**src/hw/rtl/lcdc_pkg.sv**
```systemverilog
// Shared types and constants of the LCD controller register port.
`timescale 1ns / 1ps
package lcdc_pkg;

    localparam int LCDC_RAM_COLUMNS = 32;
    localparam int LCDC_RAM_ROWS    = 64;

    localparam int CTRL_NARROW_BIT   = 6;
    localparam int CTRL_COL_STEP_BIT = 7;
    localparam int BANK_WIDTH        = 96;
    localparam int LINE_BITS         = 5;
    localparam int XW                = 13;

    localparam logic [2:0] IDX_DATA    = 3'd0;
    localparam logic [2:0] IDX_COLUMN  = 3'd1;
    localparam logic [2:0] IDX_ROW     = 3'd2;
    localparam logic [2:0] IDX_CONTROL = 3'd3;

    localparam logic OP_READ  = 1'b0;
    localparam logic OP_WRITE = 1'b1;

    typedef enum logic [0:0] {
        ST_IDLE,
        ST_HOLD
    } lcdc_state_t;

    typedef struct packed {
        logic capture;
    } lcdc_cmd_t;

endpackage

```
**src/hw/rtl/lcd_controller_register_port.sv**
```systemverilog
// Top level of the LCD controller register port.
// An accepted input beat's result is registered and offered in the next cycle.
// One beat per cycle while m_tready stays high, set by the single output register that
// the controller refills in the same cycle the held result is taken.
// Reset: aresetn clears the index, control, column and row registers and
// empties the output; display RAM contents stay undefined until written.
`timescale 1ns / 1ps
module lcd_controller_register_port
    import lcdc_pkg::*;
#(
    parameter int RAM_COLUMNS = LCDC_RAM_COLUMNS,
    parameter int RAM_ROWS    = LCDC_RAM_ROWS
) (
    input  logic        aclk,
    input  logic        aresetn,
    input  logic        s_tvalid,
    output logic        s_tready,
    input  logic [7:0]  s_tdata,   // write_data
    input  logic [1:0]  s_tuser,   // operation, addr_odd
    output logic        m_tvalid,
    input  logic        m_tready,
    output logic [31:0] m_tdata,   // read_data, pixel_x, pixel_y, pixel_bits, zero pad
    output logic [1:0]  m_tuser    // pixel_valid, pixel_wide
);

    lcdc_cmd_t  cmd;
    logic [7:0] read_data;
    logic       pixel_valid;
    logic [9:0] pixel_x;
    logic [4:0] pixel_y;
    logic [7:0] pixel_bits;
    logic       pixel_wide;

    lcdc_ctrl u_ctrl (
        .aclk     (aclk),
        .aresetn  (aresetn),
        .s_tvalid (s_tvalid),
        .s_tready (s_tready),
        .m_tvalid (m_tvalid),
        .m_tready (m_tready),
        .cmd      (cmd)
    );

    lcdc_datapath #(
        .RAM_COLUMNS (RAM_COLUMNS),
        .RAM_ROWS    (RAM_ROWS)
    ) u_datapath (
        .aclk        (aclk),
        .aresetn     (aresetn),
        .cmd         (cmd),
        .operation   (s_tuser[0]),
        .addr_odd    (s_tuser[1]),
        .write_data  (s_tdata),
        .read_data   (read_data),
        .pixel_valid (pixel_valid),
        .pixel_x     (pixel_x),
        .pixel_y     (pixel_y),
        .pixel_bits  (pixel_bits),
        .pixel_wide  (pixel_wide)
    );

    assign m_tdata = {1'b0, pixel_bits, pixel_y, pixel_x, read_data};
    assign m_tuser = {pixel_wide, pixel_valid};

endmodule

```
**src/hw/rtl/lcdc_ctrl.sv**
```systemverilog
// Handshake controller: accepts beats and holds the result until taken.
`timescale 1ns / 1ps
module lcdc_ctrl
    import lcdc_pkg::*;
(
    input  logic      aclk,
    input  logic      aresetn,
    input  logic      s_tvalid,
    output logic      s_tready,
    output logic      m_tvalid,
    input  logic      m_tready,
    output lcdc_cmd_t cmd
);

    lcdc_state_t state_reg;
    lcdc_state_t state_next;

    always_ff @(posedge aclk) begin
        if (!aresetn) begin
            state_reg <= ST_IDLE;
        end else begin
            state_reg <= state_next;
        end
    end

    always_comb begin
        state_next  = state_reg;
        s_tready    = 1'b0;
        m_tvalid    = 1'b0;
        cmd.capture = 1'b0;
        case (state_reg)
            ST_IDLE: begin
                s_tready    = 1'b1;
                cmd.capture = s_tvalid;
                if (s_tvalid) begin
                    state_next = ST_HOLD;
                end
            end
            ST_HOLD: begin
                m_tvalid    = 1'b1;
                s_tready    = m_tready;
                cmd.capture = s_tvalid && m_tready;
                if (m_tready && !s_tvalid) begin
                    state_next = ST_IDLE;
                end
            end
            default: begin
                state_next = ST_IDLE;
            end
        endcase
    end

endmodule

```
**src/hw/rtl/lcdc_datapath.sv**
```systemverilog
// Register file, display RAM and pixel run computation.
`timescale 1ns / 1ps
module lcdc_datapath
    import lcdc_pkg::*;
#(
    parameter int RAM_COLUMNS = LCDC_RAM_COLUMNS,
    parameter int RAM_ROWS    = LCDC_RAM_ROWS
) (
    input  logic        aclk,
    input  logic        aresetn,
    input  lcdc_cmd_t   cmd,
    input  logic        operation,
    input  logic        addr_odd,
    input  logic [7:0]  write_data,
    output logic [7:0]  read_data,
    output logic        pixel_valid,
    output logic [9:0]  pixel_x,
    output logic [4:0]  pixel_y,
    output logic [7:0]  pixel_bits,
    output logic        pixel_wide
);

    localparam int DEPTH = RAM_COLUMNS * RAM_ROWS;
    localparam int AW    = $clog2(DEPTH);

    logic [7:0] display_ram [DEPTH];

    logic [7:0] index_reg,   index_next;
    logic [7:0] control_reg, control_next;
    logic [7:0] column_reg,  column_next;
    logic [7:0] row_reg,     row_next;

    logic [7:0] read_data_reg,   read_data_next;
    logic       pixel_valid_reg, pixel_valid_next;
    logic [9:0] pixel_x_reg,     pixel_x_next;
    logic [4:0] pixel_y_reg,     pixel_y_next;
    logic [7:0] pixel_bits_reg,  pixel_bits_next;
    logic       pixel_wide_reg,  pixel_wide_next;

    logic          data_write;
    logic          in_range;
    logic          ram_we;
    logic [AW-1:0] ram_addr;
    logic [XW-1:0] base_x;
    logic [XW-1:0] narrow_x;
    logic [XW-1:0] wide_x;

    assign data_write = operation == OP_WRITE && addr_odd && index_reg[2:0] == IDX_DATA;
    assign in_range   = ({1'b0, column_reg} < 9'(RAM_COLUMNS))
                     && ({1'b0, row_reg} < 9'(RAM_ROWS));
    assign ram_we     = cmd.capture && data_write && in_range;
    assign ram_addr   = AW'(32'(row_reg) * 32'(RAM_COLUMNS) + 32'(column_reg));
    assign base_x     = XW'(row_reg[7:LINE_BITS]) * XW'(BANK_WIDTH);
    assign narrow_x   = base_x + XW'(column_reg) * XW'(6) - XW'(36);
    assign wide_x     = base_x + XW'(column_reg) * XW'(8) - XW'(36);

    always_comb begin
        index_next       = index_reg;
        control_next     = control_reg;
        column_next      = column_reg;
        row_next         = row_reg;
        read_data_next   = 8'd0;
        pixel_valid_next = 1'b0;
        pixel_x_next     = 10'd0;
        pixel_y_next     = 5'd0;
        pixel_bits_next  = 8'd0;
        pixel_wide_next  = 1'b0;
        if (operation == OP_READ) begin
            read_data_next = addr_odd ? 8'd0 : index_reg;
        end else if (!addr_odd) begin
            index_next = write_data;
        end else begin
            case (index_reg[2:0])
                IDX_DATA: begin
                    if (in_range) begin
                        if (control_reg[CTRL_NARROW_BIT]) begin
                            if (column_reg >= 8'd6) begin
                                pixel_valid_next = 1'b1;
                                pixel_x_next     = narrow_x[9:0];
                                pixel_y_next     = row_reg[LINE_BITS-1:0];
                                pixel_bits_next  = {2'b00, write_data[5:0]};
                            end
                        end else if (column_reg >= 8'd4) begin
                            pixel_valid_next = 1'b1;
                            pixel_x_next     = wide_x[9:0];
                            pixel_y_next     = row_reg[LINE_BITS-1:0];
                            pixel_bits_next  = write_data;
                            pixel_wide_next  = 1'b1;
                        end
                    end
                    if (control_reg[CTRL_COL_STEP_BIT]) begin
                        column_next = column_reg + 8'd1;
                    end else begin
                        row_next = row_reg + 8'd1;
                    end
                end
                IDX_COLUMN:  column_next  = write_data;
                IDX_ROW:     row_next     = write_data;
                IDX_CONTROL: control_next = write_data;
                default: begin
                end
            endcase
        end
    end

    always_ff @(posedge aclk) begin
        if (!aresetn) begin
            index_reg   <= 8'd0;
            control_reg <= 8'd0;
            column_reg  <= 8'd0;
            row_reg     <= 8'd0;
        end else if (cmd.capture) begin
            index_reg   <= index_next;
            control_reg <= control_next;
            column_reg  <= column_next;
            row_reg     <= row_next;
        end
    end

    always_ff @(posedge aclk) begin
        if (cmd.capture) begin
            read_data_reg   <= read_data_next;
            pixel_valid_reg <= pixel_valid_next;
            pixel_x_reg     <= pixel_x_next;
            pixel_y_reg     <= pixel_y_next;
            pixel_bits_reg  <= pixel_bits_next;
            pixel_wide_reg  <= pixel_wide_next;
        end
    end

    always_ff @(posedge aclk) begin
        if (ram_we) begin
            display_ram[ram_addr] <= write_data;
        end
    end

    assign read_data   = read_data_reg;
    assign pixel_valid = pixel_valid_reg;
    assign pixel_x     = pixel_x_reg;
    assign pixel_y     = pixel_y_reg;
    assign pixel_bits  = pixel_bits_reg;
    assign pixel_wide  = pixel_wide_reg;

endmodule

```
**config.mk**
```make
export PLATFORM = sky130hd
export DESIGN_NAME = lcd_controller_register_port
export DESIGN_NICKNAME = d
export VERILOG_FILES = /design/src/hw/rtl/lcdc_pkg.sv /design/src/hw/rtl/lcd_controller_register_port.sv /design/src/hw/rtl/lcdc_ctrl.sv /design/src/hw/rtl/lcdc_datapath.sv
export SDC_FILE = /design/constraint.sdc
export NUM_CORES = 1
export LEC_CHECK = 0
export ABC_CLOCK_PERIOD_IN_PS = 5800
export BUFFER_PORTS_ARGS = -buffer_cell sky130_fd_sc_hd__buf_2
export CORE_MARGIN = 2
export CORE_UTILIZATION = 55
export DETAILED_ROUTE_END_ITERATION = 12
export GPL_TIMING_DRIVEN = 0
export PLACE_DENSITY = 0.83
export SLEW_MARGIN = 20
export SYNTH_ARGS = -nofsm -noshare
export SYNTH_HDL_FRONTEND = slang
export SYNTH_HIERARCHICAL = 1
export SYNTH_SLANG_ARGS = --single-unit
```
**constraint.sdc**
```tcl
create_clock -name aclk -period 5.8 [get_ports aclk]
set_input_delay 1.16 -clock aclk [delete_from_list [all_inputs] [get_ports aclk]]
set_output_delay 1.16 -clock aclk [all_outputs]
set_load 0.01 [all_outputs]
```
# After elaboration in Yosys (flattened, before gate mapping)
# Index checks and enable logic that the tools add are counted.
# word_totals
wordCells	69
in_bits	14
ff_bits	66
output_inout_bits	36
# op_classes
n_addsub	6
bitwise_logic	5
n_mul	2
n_mux	22
n_lt_le_gt_ge	4
reduce_logical	14
n_eq_ne	5
# op_table
operator	count
8-bit two-way mux	4
8-bit case mux with 2 select lines	2
10-bit two-way mux	3
10-bit adder	2
10-bit by 6-bit subtractor with 10-bit output (second input constant)	2
8-bit by 1-bit adder with 8-bit output (second input constant)	2
8-bit by 3-bit greater-or-equal comparator with 1-bit output (second input constant)	2
5-bit two-way mux	3
5-bit AND reduction	2
8-bit by 2-bit multiplier with 9-bit output (second input constant)	1
8-bit by 6-bit less-than comparator with 1-bit output (second input constant)	1
8-bit by 7-bit less-than comparator with 1-bit output (second input constant)	1
4-bit AND reduction	2
3-bit by 2-bit equality test with 1-bit output (second input constant)	2
1-bit two-way mux	6
6-bit two-way mux	1
1-bit case mux with 2 select lines	3
3-bit by 2-bit multiplier with 5-bit output (second input constant)	1
1-bit NOT	5
5-bit OR reduction	1
2-bit nonzero test	2
3-bit by 1-bit equality test with 1-bit output (second input constant)	1
1-bit logical AND	3
3-bit logical NOT	1
other kinds (5)	5

# Longest topological paths before layout
# Gate-level depths: netlist of the first run.
# depth
word_depth	5
ltp_mapped	14
ltp_nobuf	14

# By module
# The synthesis of the first run kept the hierarchy.
# modules_own_cells
module	area_per_inst_um2	cells_each	n_inst	seq_area_each_um2
lcdc_datapath	3726.1	377	1	1481.4
lcdc_ctrl	57.6	5	1	20.0
lcd_controller_register_port	26.3	4	1	0.0

# Least setup slack after synthesis of the first run
# No wires, ideal clock.
# synth_timing
path_kind	register to register
from	register u_datapath.column_reg[1]
to	register u_datapath.pixel_x_reg[9], in the netlist u_datapath/pixel_x[9], data pin
stages_incl_launch_ff	14
synth_period_minus_slack_ns	2.950
setup_ns	0.265
path_slack_ns	2.850
arrival_ns	2.685
path_cell_list	dfxtp_1 > ha_1 > fa_1 > a21o_1 > a21oi_1 > xnor2_1 > ha_1 > inv_1 > ha_1 > o21ai_0 > o21bai_1 > a21oi_1 > xnor2_1 > o22ai_1
# synth_between
elab_chain_len	5
word_cells_on_any_way	13
# synth_lines
element	line	text
from (decl)	lcdc_datapath.sv:30	logic [7:0] column_reg, column_next;
from (signal assigned)	lcdc_datapath.sv:115	column_reg <= column_next;
8-bit by 2-bit multiplier with 9-bit output	lcdc_datapath.sv:54	assign narrow_x = base_x + XW'(column_reg) * XW'(6) - XW'(36);
10-bit adder	lcdc_datapath.sv:54	
10-bit by 6-bit subtractor with 10-bit output	lcdc_datapath.sv:54	
10-bit two-way mux	lcdc_datapath.sv:77	if (column_reg >= 8'd6) begin
10-bit two-way mux	lcdc_datapath.sv:76	if (control_reg[CTRL_NARROW_BIT]) begin
to (signal assigned)	lcdc_datapath.sv:124	pixel_x_reg <= pixel_x_next;
to (decl)	lcdc_datapath.sv:35	logic [9:0] pixel_x_reg, pixel_x_next;
# Several ways; a longest one is shown, not always the timed one.
# A chain may end at the register's enable or synchronous reset.

# Worst setup path in the final report of the first run
# Same ends and word-level chain as after synthesis.

==> run metrics, run 1 <==
RD Place Congestion=0.855; hold buffer count at cts=0; max FFs per register=9; grt ovf=0; Setup TNS=0 ns; WP data arrival=3.39 ns; number of flops mapped to enable cells by yosys=32; hold crit path type=flip-flop to flip-flop; leakage power figure=1.93 nW; Pins Over Slew Limit=0; Die Ht=between 80 and 90 µm; drt drc=0; Synthesized Nets=around 440; Pwr Total=between 0.8 and 0.9 mW; clock buffer depth=2; vias in the first global route=~2900; Initial Util=56.4%; DR WL/cell=about 15 µm; clock root buffer=clkbuf_8; f_max=302 MHz; CTS clk-pin slew, worst paths=0.07 ns; sw frac=26.1%; startpoint types=flip-flop; Netlist Area Pre-Place=3810 µm²; Yosys top cell by area=edfxtp_1; combinational share of power=7.9%; Avg Inst Size Synth=9.87 µm²; TritonCTS Sinks=59; r2r setup slk=2.49 ns; Max-slew headroom=about 47%; VDD IR max=0.0000907 V; Num CTS Buffers=9; Syn Inst Count=~390; Worst Path Class, Setup=flip-flop to flip-flop; clock power share=38.6%; fin nets=501; Seq/Total Area, Yosys=39.4%; layout cells sized above 1=between 15 and 20%; initial antenna violation count=0; Placement Rows=30; Yosys reg bits=59; Initial DRC Count=between 200 and 300; Vias=3023; Power Internal=0.634 mW; Area growth syn-to-layout=13.3%; Period minus WS final=3.31 ns; core region area=around 6800 µm²; Post-synth top flop=edfxtp_1; post-synthesis cell type count=49; Final Cycle Share=between 50 and 60%; ranking of synthesized cells by area=edfxtp_1 (25%), dfxtp_1 (14%), ha_1 (13%); io pins=50; MaxCap Viol Count=0; fillers=~540; setup repair bufs after CTS=0; Async S/R FF share, synth=0%; top-count cell post-synth=ha_1; Final setup viols=0; Reg power frac=53.5%; I/O Buffers=47; status=finished, final reports clean; antenna cells=0; Skew-Pair Late Insertion Delay=0.35 ns; TritonCTS clock tree=done; Clock Skew=0.00769 ns; Post-DRT Antenna Nets=0; CP required=5.88 ns; yosys warns=6; gr usage total=22.8%; Tightest Pin Transition=~0.8 ns; CTS H-Tree Depth=3; vias per cell=5.71; first-pass GRT wire length=~13 mm; Switch Pwr=0.224 mW; hpwl dp=around 6 mm; Power Dens Cells=199 nW/µm²; DR pass1 iterations=5; RSZ-0062 raised after global routing=false; Commonest cells post-synth=ha_1 (39), inv_1 (38), edfxtp_1 (32); die area=7610 µm²; Hold Fails Final Rpt=0; CTS resizes=0; area fraction of the dominant cell type after synthesis=around a quarter; Detailed Route WL=8.18 mm; largest net degree at the start of global routing=35; endpoint class of the critical path=flip-flop; Die X=87.2 µm; critical-path maximum fanout=7
==> logic make-up (layout without fill, tap and decap cells) <==
kind of cell / Yosys count / count (layout) / share of synthesized area (%)
xor gates and xnor gates: 19 / 19 / 4.37
buffers and inverters: 54 / 117 / 6.40
AOI/OAI and AO/OA: 86 / 86 / 14.0
and+or+nand+nor: 110 / 110 / 17.3
adders and majority gates: 43 / 43 / 14.9
DFF: 59 / 59 / 39.4
other: 2 / 2 / 0.197
muxes: 13 / 13 / 3.42
==> layout by cell type, fill, tap and decap left out, types with 4 or more instances in the layout <==
cell type	count
nand2_1	17
fa_1	4
clkbuf_1	5
nand3_1	8
o22ai_1	7
nor3_1	10
dfxtp_1	27
o21bai_1	4
clkbuf_8	9
nor2b_1	14
nor2_1	10
a21o_1	6
o21ai_0	13
xnor2_1	10
buf_2	50
mux2i_1	13
o21ai_1	12
inv_1	38
a21oi_1	29
ha_1	39
edfxtp_1	32
and2_1	27
buf_4	6
xor2_1	9
and3_1	4
==> worst paths after layout <==
path / from / to / depth (start not counted)
max: u_datapath/column_reg[1] / u_datapath/pixel_x[9] / 13
min: u_ctrl/state_reg / u_ctrl/state_reg / 2
max reg2reg: u_datapath/column_reg[1] / u_datapath/pixel_x[9] / 13
min reg2reg: u_ctrl/state_reg / u_ctrl/state_reg / 2
==> worst max-delay path, stage by stage (launching register included) <==
cell and delay [ns]:
dfxtp_1 0.40, ha_1 0.33, fa_1 0.44, a21o_1 0.18
a21oi_1 0.24, xnor2_1 0.11, ha_1 0.28, inv_1 0.04
ha_1 0.31, o21ai_0 0.21, o21bai_1 0.10, a21oi_1 0.19
xnor2_1 0.14, o22ai_1 0.10
==> power groups by stage <==
stage	clock network, mW	registers, mW	logic [mW]
2_1_floorplan	0	0.473	0.0337
3_3_place_gp	0	0.467	0.0652
3_5_place_dp	0	0.468	0.0670
4_1_cts	0.333	0.459	0.0674
5_1_grt	0.351	0.460	0.0738
6_report	0.331	0.459	0.0677
==> metal layers <==
metal | track usage, % | wire [µm]
met3 | 4.36 | 463
met5 | 0 | 0
met2 | 36.4 | 3950
met1 | 30.0 | 3630
met4 | 10.6 | 131
==> through the flow <==
step	std cells	hold slack [ns]	cell area, µm²	setup slack, ns	utilization (%)
finish	529	0.501	4320	2.49	63.9
CTS	529	0.508	4320	2.48	63.9
global placement	513	0.483	4150	2.58	61.4
floorplan	386	0.477	3810	2.85	-
detailed placement	513	0.498	4150	2.52	61.4
global route	529	0.533	4320	2.28	63.9
==> final cells by class <==
type	instances	area, µm²	share of cell area (%)
multi-input cells	273	2060	47.8
flip-flops and latches	59	1500	34.8
repair buffers	47	235	5.45
inverters	39	146	3.39
clock buffers	10	128	2.96
well taps	80	100	2.32
plain buffers	15	97.6	2.26
clock inverters	6	42.5	0.986
No activity file was read; power rests on OpenSTA's default activity.
==> run 2: changes to the inputs <==
- ABC_AREA: not set -> 1
- ABC_CLOCK_PERIOD_IN_PS: 5800 -> 2900
- CORE_UTILIZATION: 55 -> 53
- clock period: 5.8 -> 2.9 ns (I/O delays scaled with it)
==> run 2 against run 1 <==
- the flow now finishes with violations (negative setup slack)
- synthesized cell count up 24%
- via count up 17%
- core utilization up 0.45 points
- combinational power rose to 2.9 times the previous value
- area after synthesis up 0.62%
- critical path depth up 5
- maximum frequency up 13%
- clock-buffer cell count up 1
- die area up 4.2%
- hold slack better by 0.0021 ns
- final area up 6.4%
- largest cell class unchanged
- largest power group unchanged
==> run metrics, run 2 <==
status=complete, but fails checks; violated checks=negative setup slack; number of flops mapped to enable cells by yosys=32 (unchanged); hold crit path type=flip-flop to flip-flop; MaxCap Viol Count=0 (unchanged); worst r2r dst=u_datapath/pixel_x[8]; Avg Inst Size Synth=8.02 µm² (-19%); largest net degree at the start of global routing=28 (-20%); RD Place Congestion=0.889 (+3.9%); critical-path maximum fanout=4 (-3); Area growth syn-to-layout=19.7%; Final setup viols=1 (+1); ranking of synthesized cells by area=edfxtp_1 (25%), dfxtp_1 (14%), ha_1 (13%); io pins=50 (unchanged); Async S/R FF share, synth=0% (unchanged); DR WL/cell=14.2 µm (-7.9%); CTS H-Tree Depth=3 (unchanged); Min-Delay Endpoint=u_datapath/control_reg[6]; clock buffer depth=2 (unchanged); CTS clk-pin slew, worst paths=0.07 ns (about the same); gr usage total=22.8% (-0.074 points); top-count cell post-synth=nand2_1; HP Start=u_datapath/control_reg[6]; fin nets=597 (+19%); Initial DRC Count=347 (+27%); startpoint types=flip-flop; leakage power figure=2.06 nW (+6.6%); Vias=3538 (+17%); layout cells sized above 1=25.5% (+5.7 points); Die X=89.1 µm (+2.1%); hold buffer count at cts=0 (unchanged); Clock Skew=0.0104 ns (+0.00271 ns); Initial Util=53.7% (-2.7 points); Post-DRT Antenna Nets=0 (unchanged); Seq/Total Area, Yosys=39.2% (-0.24 points); Num CTS Buffers=9 (unchanged); TritonCTS Sinks=59 (unchanged); hpwl dp=6.43 mm (+9.9%); Hold Fails Final Rpt=0 (unchanged); final instance area=4590 µm² (+6.4%); vias per cell=5.49 (-3.9%); Netlist Area Pre-Place=3830 µm² (+0.62%); initial antenna violation count=0 (unchanged); Yosys top cell by area=edfxtp_1; Pwr Total=1.74 mW (+100%); Post-synth top flop=edfxtp_1; VDD IR max=0.000217 V (+140%); Synthesized Nets=535 (+21%); Setup TNS=-0.0331 ns (-0.0331 ns); Pins Over Slew Limit=0 (unchanged); post-synthesis cell type count=34 (-31%); die area=7930 µm² (+4.2%); commonest non-fill, non-tap cell in the layout=nand2_1; Power Dens Cells=378 nW/µm² (+90%); DR pass1 iterations=6 (+1); most frequent cells in the layout=nand2_1 (84), inv_1 (68), buf_2 (49); CP required=2.98 ns (-2.90 ns); Skew-Pair Late Insertion Delay=0.33 ns (-0.02 ns); grt ovf=0 (unchanged); Syn Inst Count=478 (+24%); Worst Path Class, Setup=flip-flop to flip-flop; Yosys reg bits=59 (unchanged); hold path cells=2 (unchanged); I/O Buffers=47 (unchanged); antenna cells=0 (unchanged); R2R depth=18 (+5); max FFs per register=9 (unchanged); Die Ht=89.1 µm (+2.1%); Reg-to-Reg Start=u_datapath/column_reg[2]; f_max=341 MHz (+13%); Finished Core Util=64.3% (+0.45 points); fillers=601 (+11%); Placement Rows=31 (+3.3%); clock root buffer=clkbuf_8; Period minus WS final=2.93 ns (-0.380 ns); r2r setup slk=-0.03 ns (-2.52 ns); first-pass GRT wire length=14.2 mm (+6.0%); TritonCTS clock tree=done; WP data arrival=3.02 ns (-0.37 ns); area fraction of the dominant cell type after synthesis=25.1% (-0.16 points); endpoint class of the critical path=flip-flop; final setup margin=-0.0331 ns (-2.52 ns); Commonest cells post-synth=nand2_1 (88), inv_1 (74), a21oi_1 (47); RSZ-0062 raised after global routing=true; Final Cycle Share=101% (+44 points); Detailed Route WL=9.17 mm (+12%); core region area=7140 µm² (+5.6%); Placed Area=4230 µm² (+2.1%); yosys warns=6 (unchanged); vias in the first global route=3228 (+13%); drt drc=0 (unchanged)
-- run 2: cell types whose count changed after synthesis, moves of 6 or more --
cell	change
a21oi_1	+18
o21ai_0	+21
mux2i_1	-13
or2_2	+7
inv_1	+36
and2_1	-27
nor2_2	+11
nand3_1	+20
nor2b_1	-14
a21o_1	-6
nand2_1	+71
nor3_1	-10
nor2_1	+17
-- run 2: per-layer routing --
layer | global-route usage (%) | share of wire, % | routed length [µm]
met4 | 8.41 | 3.1 | 282
met5 | 0 | 0 | 0
met1 | 28.1 | 41 | 3750
met3 | 5.36 | 6.6 | 607
met2 | 38.8 | 49 | 4530
-- run 2: worst max-delay path, stage by stage, from the launching register on --
cell and delay (ns):
dfxtp_4 0.36, buf_4 0.14, ha_2 0.32, nand2_1 0.09
nand2_2 0.11, nand2_4 0.06, nor2_1 0.08, nor2_1 0.06
xor2_1 0.16, ha_1 0.30, inv_2 0.05, ha_4 0.25
nand2_1 0.06, inv_1 0.05, nand4_1 0.07, nand3_1 0.11
or2_2 0.31, nand3_2 0.07, o21ai_1 0.06
-- run 2: kinds of logic (layout without fill, tap and decap cells) --
group           Yosys count  in the layout  synth area share (%)
buf+inv                  92            159                  9.66
other cells               2              2                 0.196
fa+ha+maj                43             43                  14.8
simple gates            173            173                  20.3
xor+xnor                 12             12                  2.74
compound gates           97             97                  13.2
flops                    59             59                  39.2
-- run 2: area by class of cell --
type / count / area (µm²) / area share [%]
multi-input cells: 327 / 2120 / 46.3
inverters: 80 / 305 / 6.65
flip-flops and latches: 59 / 1520 / 33.1
clock buffers: 11 / 131 / 2.86
plain buffers: 12 / 70.1 / 1.53
well taps: 99 / 124 / 2.70
clock inverters: 5 / 30.0 / 0.654
repair buffers: 51 / 285 / 6.21
-- run 2: power breakdown --
group          internal [mW]  switching, mW  total [mW]  leakage (nW)
clock                  0.306          0.316       0.621        0.0791
combinational         0.0713          0.122       0.193          1.43
sequential             0.907         0.0143       0.922         0.548
total                   1.28          0.452        1.74          2.06
-- run 2: how the worst max path moves through the flow --
stage                                         from               endpoint  depth (start not counted)
after floorplan           u_datapath/column_reg[3]  u_datapath/pixel_x[8]                         17
after global placement                    m_tready  u_datapath/row_reg[4]                         10
after detailed placement  u_datapath/column_reg[3]  u_datapath/pixel_x[8]                         15
after CTS                 u_datapath/column_reg[1]  u_datapath/pixel_x[9]                         18
after global routing      u_datapath/column_reg[2]  u_datapath/pixel_x[8]                         18
final                     u_datapath/column_reg[2]  u_datapath/pixel_x[8]                         18
-- run 2: what timing repair did --
| item | in CTS | in global routing |
|---|---|---|
| endpoints found under the setup margin | 4 | 3 |
| pin swaps | 0 | 16 |
| resized for setup | 19 | 26 |
| setup buffers | 2 | 1 |
-- run 2: through the flow --
stage,hold slack [ns],cells,setup WS [ns]
after global placement,0.454,624,-0.389
after CTS,0.486,643,0.000881
final,0.503,644,-0.0331
after detailed placement,0.457,625,-0.263
after global routing,0.507,644,-0.111
after floorplan,0.439,478,0.0213
